<file path="config.mk">
export PLATFORM = sky130hd
export DESIGN_NAME = iiel_cell
export DESIGN_NICKNAME = d
export VERILOG_FILES = /design/src/hw/rtl/iiel_pkg.sv /design/src/hw/rtl/iiel_cell.sv
export SDC_FILE = /design/constraint.sdc
export NUM_CORES = 1
export LEC_CHECK = 0
export BUFFER_PORTS_ARGS = -buffer_cell sky130_fd_sc_hd__buf_4
export CAP_MARGIN = 20
export CORE_ASPECT_RATIO = 1.1
export CORE_MARGIN = 5
export CORE_UTILIZATION = 33
export CTS_BUF_LIST = sky130_fd_sc_hd__clkbuf_8
export CTS_CLUSTER_SIZE = 8
export DETAILED_ROUTE_END_ITERATION = 10
export PLACE_DENSITY = 0.8
export SETUP_SLACK_MARGIN = 0.02
export SLEW_MARGIN = 40
export SYNTH_ARGS = -nofsm -noshare
export SYNTH_HDL_FRONTEND = slang
export SYNTH_SLANG_ARGS = --single-unit
</file>
<file path="constraint.sdc">
create_clock -name clock -period 3.45 [get_ports clock]
set_input_delay 0.345 -clock clock [delete_from_list [all_inputs] [get_ports clock]]
set_output_delay 0.345 -clock clock [all_outputs]
set_load 0.02 [all_outputs]
</file>
<file path="src/hw/rtl/iiel_pkg.sv">
// ----------------------------------------------------------------------------
// iiel_pkg
// Shared types and codes for the indexed insert/erase list unit: command and
// status codes, the shift operation broadcast to the cell row, and the
// request and response beat layouts.
// ----------------------------------------------------------------------------
package iiel_pkg;

   // Command codes on the request beat
   localparam logic [2:0] CMD_PUSH   = 3'd0;
   localparam logic [2:0] CMD_POP    = 3'd1;
   localparam logic [2:0] CMD_INSERT = 3'd2;
   localparam logic [2:0] CMD_ERASE  = 3'd3;
   localparam logic [2:0] CMD_READ   = 3'd4;
   localparam logic [2:0] CMD_CLEAR  = 3'd5;

   typedef enum logic [1:0] {
      ST_OK     = 2'd0,
      ST_EMPTY  = 2'd1,
      ST_BADPOS = 2'd2,
      ST_FULL   = 2'd3
   } status_type;

   // Operation broadcast to every cell in the row
   typedef enum logic [1:0] {
      OP_HOLD  = 2'd0,
      OP_OPEN  = 2'd1,   // write at a position, shift the tail up
      OP_CLOSE = 2'd2    // drop a position, shift the tail down
   } shift_op_type;

   typedef struct packed {
      logic [2:0]         command;
      logic signed [31:0] value;
      logic [6:0]         position;
   } req_type;

   typedef struct packed {
      logic signed [31:0] read_value;
      logic [1:0]         status;
      logic [6:0]         count;
      logic signed [31:0] front_value;
      logic signed [31:0] back_value;
   } rsp_type;

endpackage

</file>
<file path="src/hw/rtl/iiel_cell.sv">
// ----------------------------------------------------------------------------
// iiel_cell
// One storage cell of the list row. Holds one entry, takes its left or right
// neighbor's entry on a shift, loads the new word at its own position, and
// drives read and back taps when its index is selected.
// ----------------------------------------------------------------------------
module iiel_cell #(
   parameter int INDEX = 0,
   parameter int XW    = 8
) (
   input  logic                       clock,
   input  iiel_pkg::shift_op_type     op,
   input  logic [XW-1:0]              pos,
   input  logic [XW-1:0]              count,
   input  logic signed [31:0]         value,
   input  logic signed [31:0]         left_value,
   input  logic signed [31:0]         right_value,
   input  logic [XW-1:0]              rd_idx,
   input  logic [XW-1:0]              back_idx,
   output logic signed [31:0]         entry_value,
   output logic signed [31:0]         rd_tap,
   output logic signed [31:0]         back_tap
);
   import iiel_pkg::*;

   localparam logic [XW-1:0] IDX = XW'(INDEX);

   logic signed [31:0] entry_ff;
   logic signed [31:0] entry_in;

   always_comb begin
      entry_in = entry_ff;
      unique case (op)
         OP_OPEN: begin
            if (IDX == pos) begin
               entry_in = value;
            end else if ((IDX > pos) && (IDX <= count)) begin
               entry_in = left_value;
            end
         end
         OP_CLOSE: begin
            if ((IDX >= pos) && ((IDX + XW'(1)) < count)) begin
               entry_in = right_value;
            end
         end
         default: begin
         end
      endcase
   end

   always_ff @(posedge clock) begin
      entry_ff <= entry_in;
   end

   assign entry_value = entry_ff;
   assign rd_tap      = (IDX == rd_idx)   ? entry_ff : '0;
   assign back_tap    = (IDX == back_idx) ? entry_ff : '0;

endmodule

</file>
======== After elaboration in Yosys (flattened, before gate mapping) ========
Index checks and enable logic that the tools add are counted.
storage, ports and cells
  bits in read-only memories .............. 0
  memory bits (writable) .................. 0
  latch bits .............................. 0
  logic and storage cells ................. 22
  memories ................................ 0
  input bits .............................. 131
  flip-flop bits (word level) ............. 32
cells by class
  bitwise operators ....................... 0
  order comparisons ....................... 4
  equal/unequal tests ..................... 4
  muxes and demuxes ....................... 6
  shift-type cells ........................ 0
  $mul .................................... 0
  reduce and logical (&&, ||, !) cells .... 7
  div/mod/pow operators ................... 0
  add/subtract/negate cells ............... 0
operators by type and width
  cell                  count
  $mux W32              5
  $pmux W32 S2          1
  $logic_not A8 Y1      3
  $ge A1 B8 Y1 const A  1
  $gt A1 B8 Y1 const A  1
  $le A1 B8 Y1 const A  1
  $lt A1 B8 Y1 const A  1
  $ne A3 B3 Y1 const B  1
  $reduce_and A3 Y1     1
  $eq A2 B1 Y1 const B  1
  $eq A2 B2 Y1 const B  1
  $logic_and A1 B1 Y1   2
  $ne A2 B2 Y1 const B  1
  $reduce_bool A2 Y1    1

======== Logic depth before layout (Yosys ltp) ========
Gate-level depths: netlist of run 1.
  word-level depth ........................ 5
  depth in mapped cells ................... 5

======== Least setup slack after synthesis of run 1 ========
No wires, ideal clock.
  path type ............................... input to register
  from .................................... in pos[7]
  to ...................................... reg entry_ff[0] (netlist: entry_value[0]) (enable)
  buffers on the path ..................... 1
  stages on the path ...................... 3
  setup time .............................. 387 ps
  data required time ...................... 3063 ps
  setup slack ............................. 1300 ps
  data arrival time ....................... 1763 ps
  cell sequence ........................... nor4_2 -> buf_4 -> o211a_1
between the ends
  cells in the longest elaborated chain, start to end .. 4
  elaborated cells on any way between the ends .. 8
  classes of those cells .................. order compare (2); eq/ne (2); reduce/logical (4)
RTL lines
  what                                                           line                              RTL
  from (decl)                                                    iiel_cell.sv:13                   input logic [XW-1:0] pos,
  $gt A1 B8 Y1 / $ge A1 B8 Y1 (equally long branches)            iiel_cell.sv:37, iiel_cell.sv:42
  $logic_and A1 B1 Y1 (on tied branches)                         iiel_cell.sv:37, iiel_cell.sv:42
  $ne A3 B3 Y1 (no line) / $ne A2 B2 Y1 (equally long branches)  -
  $reduce_and A3 Y1 (no line) (*)                                -
  to (signal assigned)                                           iiel_cell.sv:52                   entry_ff <= entry_in;
  to (decl)                                                      iiel_cell.sv:28                   logic signed [31:0] entry_ff;
Mark *: on every way between the ends. The rest lies on a longest branch, timed or not.
A chain may end at the register's enable or synchronous reset.

======== Final worst setup path of run 1 ========
  from .................................... in rd_idx[1]
  to ...................................... out rd_tap[23]
between the ends
  cells in the longest elaborated chain, start to end .. 2
RTL lines
  what              line             RTL
  from (decl)       iiel_cell.sv:18  input logic [XW-1:0] rd_idx,
  $logic_not A8 Y1  iiel_cell.sv:56  assign rd_tap = (IDX == rd_idx) ? entry_ff : '0;
  $mux W32          iiel_cell.sv:56
  to (decl)         iiel_cell.sv:21  output logic signed [31:0] rd_tap,
No other way between the ends.

==> results of run 1 <==
## power breakdown
group          internal, mW  switching, mW  total [mW]
Clock                 0.214          0.142       0.355
Combinational         0.120         0.0724       0.192
Sequential            0.432       0.000609       0.432
Total                 0.765          0.215       0.980
## synthesized netlist by cell type
| library cell | count | area, µm² |
|---|---|---|
| buf_6 | 9 | 101 |
| o211a_1 | 1 | 10.0 |
| buf_4 | 6 | 45.0 |
| nor3_1 | 1 | 5.00 |
| and2_1 | 64 | 400 |
| nor2_1 | 32 | 120 |
| edfxtp_1 | 32 | 961 |
| or4_1 | 2 | 15.0 |
| nor4_1 | 1 | 6.26 |
| or4_4 | 4 | 45.0 |
| o21ai_0 | 2 | 10.0 |
| buf_2 | 3 | 15.0 |
| a21oi_1 | 1 | 5.00 |
| o21ai_1 | 30 | 150 |
| clkbuf_1 | 7 | 26.3 |
| nand2b_1 | 1 | 6.26 |
| nor4_2 | 2 | 25.0 |
| nor2b_1 | 1 | 6.26 |
| nor2_4 | 2 | 22.5 |
| nand3_1 | 32 | 160 |
| a31oi_1 | 32 | 200 |
## cells by family (layout without fill, tap and decap cells)
logic type	Yosys count	count (layout)	share of synthesized area
buffers and inverters	25	237	0.0803
flip-flops	32	32	0.411
AND/OR/NAND/NOR	142	142	0.348
AO/OA/AOI/OAI	66	66	0.161
## metal layers
| layer | part of all wire | track usage | wire, µm | up-vias |
|---|---|---|---|---|
| li1 | - | - | - | 1379 |
| met1 | 0.38 | 0.238 | 3730 | 1333 |
| met2 | 0.53 | 0.371 | 5190 | 125 |
| met3 | 0.070 | 0.0624 | 678 | 12 |
| met4 | 0.014 | 0.0538 | 138 | 0 |
| met5 | 0 | 0 | 0 | - |
## worst max-delay path by stage
| stage | from | end | slack, ns | cells past startpoint |
|---|---|---|---|---|
| after detailed placement | rd_idx[1] | rd_tap[23] | 1.27 | 5 |
| final | rd_idx[1] | rd_tap[23] | 1.29 | 5 |
| after floorplan | pos[7] | entry_value[0]$_DFFE_PP_ | 1.30 | 3 |
| after CTS | rd_idx[1] | rd_tap[23] | 1.27 | 5 |
| after global routing | rd_idx[1] | rd_tap[24] | 1.19 | 5 |
| after global placement | rd_idx[1] | rd_tap[19] | 1.32 | 5 |
## worst min-delay path: cells and delay by family
family	cells	cell delay (ns)
compound gates	1	0.12
buf+inv	1	0.07
simple gates	1	0.03
## area by class of cell
| type | instances | area (µm²) | share of cell area |
|---|---|---|---|
| clock buffers | 5 | 68.8 | 0.0168 |
| clock inverters | 3 | 42.5 | 0.0104 |
| multi-input cells | 208 | 1210 | 0.294 |
| flip-flops and latches | 32 | 961 | 0.234 |
| well taps | 85 | 106 | 0.0259 |
| repair buffers | 229 | 1720 | 0.419 |
==> results.sh, run 1 <==
export IMPL_layout_cells_non_filler=562
export IMPL_holdBufCountCts=0
export IMPL_cts_path_max_buffers=2
export IMPL_cap_violations=0
export IMPL_postCtsSetupBuffers=0
export IMPL_finalNetCount=607
export IMPL_cp_required_ns=3.11
export IMPL_crit_path_frequent_cell="buf_4"
export IMPL_tns_ns=0
export IMPL_path_cells="buf_4 > or4_1 > nor2_4 > and2_1 > buf_4"
export IMPL_holdWs_ns=0.413
export IMPL_pre_cts_slack_ns=1.27
export IMPL_placed_area_um2=3990
export IMPL_largest_register_ffs=32
export IMPL_vias_per_cell=5.07
export IMPL_irDropWorstVdd_v=0.000221
export IMPL_diodes=0
export IMPL_hold_depth=3
export IMPL_max_stage_delay_ns=0.56
export IMPL_min_to="entry_value[23]$_DFFE_PP_"
export IMPL_boundaryPins=227
export IMPL_gp_congestion=0.854
export IMPL_gr_total_overflow=0
export IMPL_grt_pass1_wl_um=14800
export IMPL_start_util=0.335
export IMPL_drc=0
export IMPL_finalHoldViolCount=0
export IMPL_post_cts_resized=0
export IMPL_holdCritStartpoint="right_value[23]"
export IMPL_grt_max_degree=65
export IMPL_port_buffers=225
export IMPL_worstMarginPinSlew_ns=0.609
export IMPL_syn_area_per_cell_um2=8.82
export IMPL_critPathKind="in2out"
export IMPL_power_mw=0.980
export IMPL_drtIter0Drc=74
export IMPL_synth_cells=265
export IMPL_fillers=661
export IMPL_fin_crit_sh=0.627
export IMPL_rows=32
export IMPL_final_layout_size_suffix_gt1_frac=0.516
export IMPL_syn_area_um2=2340
export IMPL_yosysUniqueCellTypes=21
export IMPL_relSlewSlack=0.594
export IMPL_cp_num_buf_inv=2
export IMPL_final_cell_mix="buf_4 (229), and2_1 (64)"
export IMPL_slowest_stage="or4_1"
export IMPL_fp_dieArea_um2=8860
export IMPL_avgRoutedWirePerCell_um=17.3
export IMPL_track_usage=0.206
export IMPL_fmax_mhz=462
export IMPL_worstPathArrival_ns=1.82
export IMPL_vias=2849
export IMPL_cp_top_family="simple AND/OR/NAND/NOR gates"
export IMPL_drt_first_pass_iters=4
export IMPL_dp_hpwl_um=7650
export IMPL_final_common_cell="buf_4"
export IMPL_synth_seq_cells=32
export IMPL_cts_sinks=32
export IMPL_area_growth_pct=75.7
export IMPL_antenna_found_initial=0
export IMPL_endpoint_kind="primary output"
export IMPL_grt_pass1_vias=2853
export IMPL_design_area_um2=4110
export IMPL_die_w_um=90.2
export IMPL_antenna_left=0
export IMPL_tritoncts="done"
export IMPL_dieHeight_um=98.2
export IMPL_path_max_fanout=32
export IMPL_worst_slack_ns=1.29
export IMPL_utilization=0.589
export IMPL_dpl_cell_count=554
export IMPL_fin_crit_ns=2.16
export IMPL_ys_warn_count=0
export IMPL_clk_pin_slew_ns=0.07
export IMPL_power_leakage_nw=1.87
export IMPL_rsz0062_at_grt="no"
export IMPL_slew_violations=0
export IMPL_worstHoldPathType="in2reg"
export IMPL_cts_buffers=5
export IMPL_htree_levels=2
export IMPL_core_area_um2=6970
export IMPL_outcome="complete, no violations"
export IMPL_routed_wl_um=9730
export IMPL_yosysSeqAreaShare=0.411
export IMPL_syn_nets=396
export IMPL_setup_viol=0
export IMPL_p_per_area_nw_per_um2=239
export IMPL_cts_root_buf="clkbuf_8"
export IMPL_startpoint_type="input pin"
Power figures use the tool's default switching activity.
==> run 2: changes to the inputs <==
- ABC_AREA: not set -> 1
- PLACE_DENSITY: 0.8 -> 0.79
- clock period: 3.45 -> 2 ns (I/O delays scaled with it)
==> run 2 against run 1 <==
Sequential share of layout area down 1.1 points. Critical path type unchanged. First-iteration DRC count rose by 16%. Wire length decreased by 0.95%. Final area up 5.0%. Sequential cell count unchanged. Die area grew 5.1%. Area after synthesis rose by 5.7%. Clock power rose by 28%. Count of clock-buffer cells in the layout is the same. Critical endpoint is now back_tap[16]. Global-route usage fell by 0.86 points.
==> results.sh, run 2 <==
export IMPL_tns_ns=0
export IMPL_worstMarginPinSlew_ns=0.594
export IMPL_startpoint_type="input pin"
export IMPL_dieHeight_um=101
export IMPL_yosys_area_share_adder=0
export IMPL_holdCritStartpoint="right_value[31]"
export IMPL_cts_root_buf="clkbuf_8"
export IMPL_diodes=0
export IMPL_synth_edf_count=32
export IMPL_finalHoldViolCount=0
export IMPL_routed_wl_um=9640
export IMPL_cap_violations=0
export IMPL_post_cts_resized=0
export IMPL_async_flop_share=0
export IMPL_relSlewSlack=0.603
export IMPL_power_mw=1.56
export IMPL_syn_nets=501
export IMPL_fp_dieArea_um2=9310
export IMPL_cts_path_max_buffers=2
export IMPL_worstPathArrival_ns=1.17
export IMPL_antenna_left=0
export IMPL_clk_pin_slew_ns=0.07
export IMPL_endpoint_kind="primary output"
export IMPL_drt_first_pass_iters=4
export IMPL_worstHoldPathType="in2reg"
export IMPL_drc=0
export IMPL_vias=3121
export IMPL_boundaryPins=227
export IMPL_fmax_mhz=728
export IMPL_gp_congestion=0.916
export IMPL_synth_top_area_share=0.389
export IMPL_core_area_um2=7390
export IMPL_final_layout_size_suffix_gt1_frac=0.419
export IMPL_ys_warn_count=0
export IMPL_grt_max_degree=33
export IMPL_vias_per_cell=4.62
export IMPL_p_per_area_nw_per_um2=362
export IMPL_cp_startpoint="back_idx[1]"
export IMPL_final_cell_mix="buf_4 (232), nand2_1 (99), nor2_1 (78)"
export IMPL_antenna_found_initial=0
export IMPL_utilization=0.583
export IMPL_die_w_um=92.5
export IMPL_synth_cells=370
export IMPL_outcome="complete, no violations"
export IMPL_dp_hpwl_um=7710
export IMPL_critPathKind="in2out"
export IMPL_synth_top_cell_by_area="edfxtp_1"
export IMPL_cts_buffers=5
export IMPL_port_buffers=225
export IMPL_largest_register_ffs=32
export IMPL_finalNetCount=720
export IMPL_irDropWorstVdd_v=0.000211
export IMPL_cp_required_ns=1.80
export IMPL_syn_area_per_cell_um2=6.67
export IMPL_postCtsSetupBuffers=0
export IMPL_gr_total_overflow=0
export IMPL_holdBufCountCts=0
export IMPL_path_max_fanout=32
export IMPL_power_leakage_nw=2.41
export IMPL_muxShareOfSynthArea=0
export IMPL_worst_slack_ns=0.627
export IMPL_synth_top_family_by_area="simple AND/OR/NAND/NOR gates"
export IMPL_yosysSeqAreaShare=0.389
export IMPL_synth_flop_cell="edfxtp_1"
export IMPL_avgRoutedWirePerCell_um=14.3
export IMPL_synth_seq_cells=32
export IMPL_rows=33
export IMPL_drtIter0Drc=86
export IMPL_syn_area_um2=2470
export IMPL_yosysUniqueCellTypes=17
export IMPL_slew_violations=0
export IMPL_pre_cts_slack_ns=0.424
export IMPL_final_common_cell="buf_4"
export IMPL_tritoncts="done"
export IMPL_synth_top_cells_by_area="edfxtp_1 (39%), nand2_1 (15%), nor2_1 (12%)"
export IMPL_setup_viol=0
export IMPL_synthSimpleGateAreaFrac=0.359
export IMPL_rsz0062_at_grt="no"
export IMPL_grt_pass1_wl_um=14700
export IMPL_fin_crit_sh=0.686
export IMPL_start_util=0.334
export IMPL_htree_levels=2
export IMPL_synth_most_common_cell="nand2_1"
export IMPL_fin_crit_ns=1.37
export IMPL_area_growth_pct=74.7
export IMPL_track_usage=0.198
export IMPL_cts_sinks=32
export IMPL_synthXorXnorAreaFrac=0
export IMPL_synth_compound_area_frac=0.104
export IMPL_synth_common_cells="nand2_1 (99), nor2_1 (78), inv_1 (66)"
export IMPL_grt_pass1_vias=3082
## run 2: cells by family after synthesis
logic type / Yosys count
AOI/OAI and AO/OA: 34
buffers and inverters: 88
DFF: 32
and+or+nand+nor: 216
## run 2: area by class of cell
| type | instances | area [µm²] |
|---|---|---|
| sequential | 32 | 961 |
| multi-input combinational | 250 | 1150 |
| clock inverter | 2 | 8.76 |
| fill | 690 | 3080 |
| tap | 87 | 109 |
| inverter | 67 | 251 |
| clock buffer | 5 | 68.8 |
| timing repair buffer | 233 | 1760 |
## run 2: metal layers
layer	track usage	vias to the layer above	wire, µm
li1	-	1564	-
met1	0.219	1369	3510
met2	0.373	168	5020
met3	0.0403	20	853
met4	0.0697	0	255
met5	0	-	0
## run 2: critical path, cell delays in order
cell and delay [ns]:
buf_4 0.10, nor2_1 0.16, nand4_1 0.11, buf_4 0.26, nor2_1 0.16, buf_4 0.16
## run 2: power breakdown
part	switching (mW)	internal [mW]	total (mW)
registers	0.000727	0.745	0.746
clock network	0.224	0.231	0.456
logic	0.138	0.221	0.359
## run 2: per-stage QoR
step	area (µm²)	cells	hold WS, ns
6_report	4310	676	0.185
5_1_grt	4310	676	0.193
4_1_cts	4310	676	0.178
3_5_place_dp	4230	669	0.476
3_3_place_gp	4230	669	0.473
2_1_floorplan	2480	370	0.386
## run 2: path summary, 6_finish.rpt
check / slack [ns] / end / cells past startpoint
min: 0.19 / entry_value[31]$_DFFE_PP_ / 3
max: 0.63 / back_tap[16] / 6
==> run 3: changes to the inputs <==
- clock period: 2 -> 1.3 ns (I/O delays scaled with it)
==> run 3 against run 2 <==
Final cell count is 0.74% higher. Sequential power up 54%. Global-route usage down 0.10 points. Sequential cell count is the same. Critical path depth stayed put. Critical path type unchanged. Wire length down 1.7%. Largest cell class unchanged. Clock power grew 50%.
==> results.sh, run 3 (synthesized netlist as in run 2, its figures left out) <==
export IMPL_diodes=0
export IMPL_fillers=674
export IMPL_dpl_cell_count=674
export IMPL_outcome="complete, no violations"
export IMPL_clk_pin_slew_ns=0.07
export IMPL_finalNetCount=725
export IMPL_finalHoldViolCount=0
export IMPL_slowest_stage="buf_12"
export IMPL_cap_violations=0
export IMPL_worst_slack_ns=0.134
export IMPL_htree_levels=2
export IMPL_cts_path_max_buffers=2
export IMPL_cts_sinks=32
export IMPL_drc=0
export IMPL_path_max_fanout=32
export IMPL_holdBufCountCts=0
export IMPL_postCtsSetupBuffers=0
export IMPL_critical_path_depth=6
export IMPL_grt_pass1_vias=3062
export IMPL_track_usage=0.197
export IMPL_antenna_left=0
export IMPL_rows=33
export IMPL_drt_first_pass_iters=4
export IMPL_cp_num_buf_inv=3
export IMPL_fin_crit_sh=0.897
export IMPL_critPathKind="in2out"
export IMPL_die_w_um=92.5
export IMPL_worstPathArrival_ns=1.04
export IMPL_cp_top_family="buffers and inverters"
export IMPL_tritoncts="done"
export IMPL_power_leakage_nw=2.47
export IMPL_cp_required_ns=1.17
export IMPL_cts_root_buf="clkbuf_8"
export IMPL_tns_ns=0
export IMPL_dieHeight_um=101
export IMPL_vias=3111
export IMPL_relSlewSlack=0.759
export IMPL_final_cell_mix="buf_4 (233), nand2_1 (99), nor2_1 (75)"
export IMPL_path_cells="buf_4 > nor2_1 > nand4_1 > buf_12 > nor2_1 > buf_4"
export IMPL_antenna_found_initial=0
export IMPL_avgRoutedWirePerCell_um=13.9
export IMPL_gr_total_overflow=0
export IMPL_fmax_mhz=858
export IMPL_endpoint_kind="primary output"
export IMPL_vias_per_cell=4.57
export IMPL_cts_buffers=5
export IMPL_core_area_um2=7390
export IMPL_gp_congestion=0.868
export IMPL_largest_register_ffs=32
export IMPL_fin_crit_ns=1.17
export IMPL_rsz0062_at_grt="no"
export IMPL_setup_viol=0
export IMPL_dp_hpwl_um=7870
export IMPL_drtIter0Drc=137
export IMPL_routed_wl_um=9480
export IMPL_port_buffers=225
export IMPL_grt_max_degree=33
export IMPL_worstMarginPinSlew_ns=0.361
export IMPL_irDropWorstVdd_v=0.000293
export IMPL_slew_violations=0
export IMPL_max_stage_delay_ns=0.21
export IMPL_grt_pass1_wl_um=14600
export IMPL_hold_depth=3
export IMPL_startpoint_type="input pin"
export IMPL_p_per_area_nw_per_um2=543
export IMPL_area_growth_pct=79.5
export IMPL_pre_cts_slack_ns=0.00397
export IMPL_final_common_cell="buf_4"
export IMPL_fp_dieArea_um2=9310
export IMPL_start_util=0.334
export IMPL_worstHoldPathType="in2reg"
export IMPL_post_cts_resized=0
export IMPL_boundaryPins=227
export IMPL_final_layout_size_suffix_gt1_frac=0.428
export IMPL_layout_cells_non_filler=681
## run 3: report_power, final
group	switching (mW)	leakage, nW	internal [mW]	total [mW]
combinational	0.218	2.14	0.355	0.573
clock	0.329	0.0452	0.355	0.684
sequential	0.00122	0.280	1.15	1.15
## run 3: layout make-up
class                      instances  area (µm²)  share of cell area
clock inverter                     2        8.76             0.00198
clock buffer                       5        68.8              0.0155
sequential                        32         961               0.217
tap                               87         109              0.0246
timing repair buffer             238        1850               0.417
multi-input combinational        250        1180               0.267
inverter                          67         251              0.0567
## run 3: final timing paths
check                  startpoint                        end  slack (ns)
setup / recovery      back_idx[7]               back_tap[11]        0.13
hold / removal    right_value[11]  entry_value[11]$_DFFE_PP_        0.13
## run 3: layer usage
| layer | up-vias | GRT usage | wire (µm) |
|---|---|---|---|
| li1 | 1572 | - | - |
| met1 | 1390 | 0.220 | 3560 |
| met2 | 139 | 0.368 | 4980 |
| met3 | 10 | 0.0485 | 779 |
| met4 | 0 | 0.0549 | 153 |
| met5 | - | 0 | 0 |
## run 3: worst min-delay path: stages
cell	delay [ns]
buf_4	0.08
nand2_1	0.04
nand2_1	0.05
## run 3: per-stage QoR
step / utilization / power (mW) / hold slack (ns) / cell area [µm²]
after global placement: 0.589 / 1.73 / 0.400 / 4350
after global routing: 0.600 / 2.54 / 0.126 / 4430
final: 0.600 / 2.41 / 0.128 / 4430
after CTS: 0.600 / 2.43 / 0.117 / 4430
after floorplan: - / 1.38 / 0.316 / 2510
after detailed placement: 0.589 / 1.75 / 0.408 / 4350
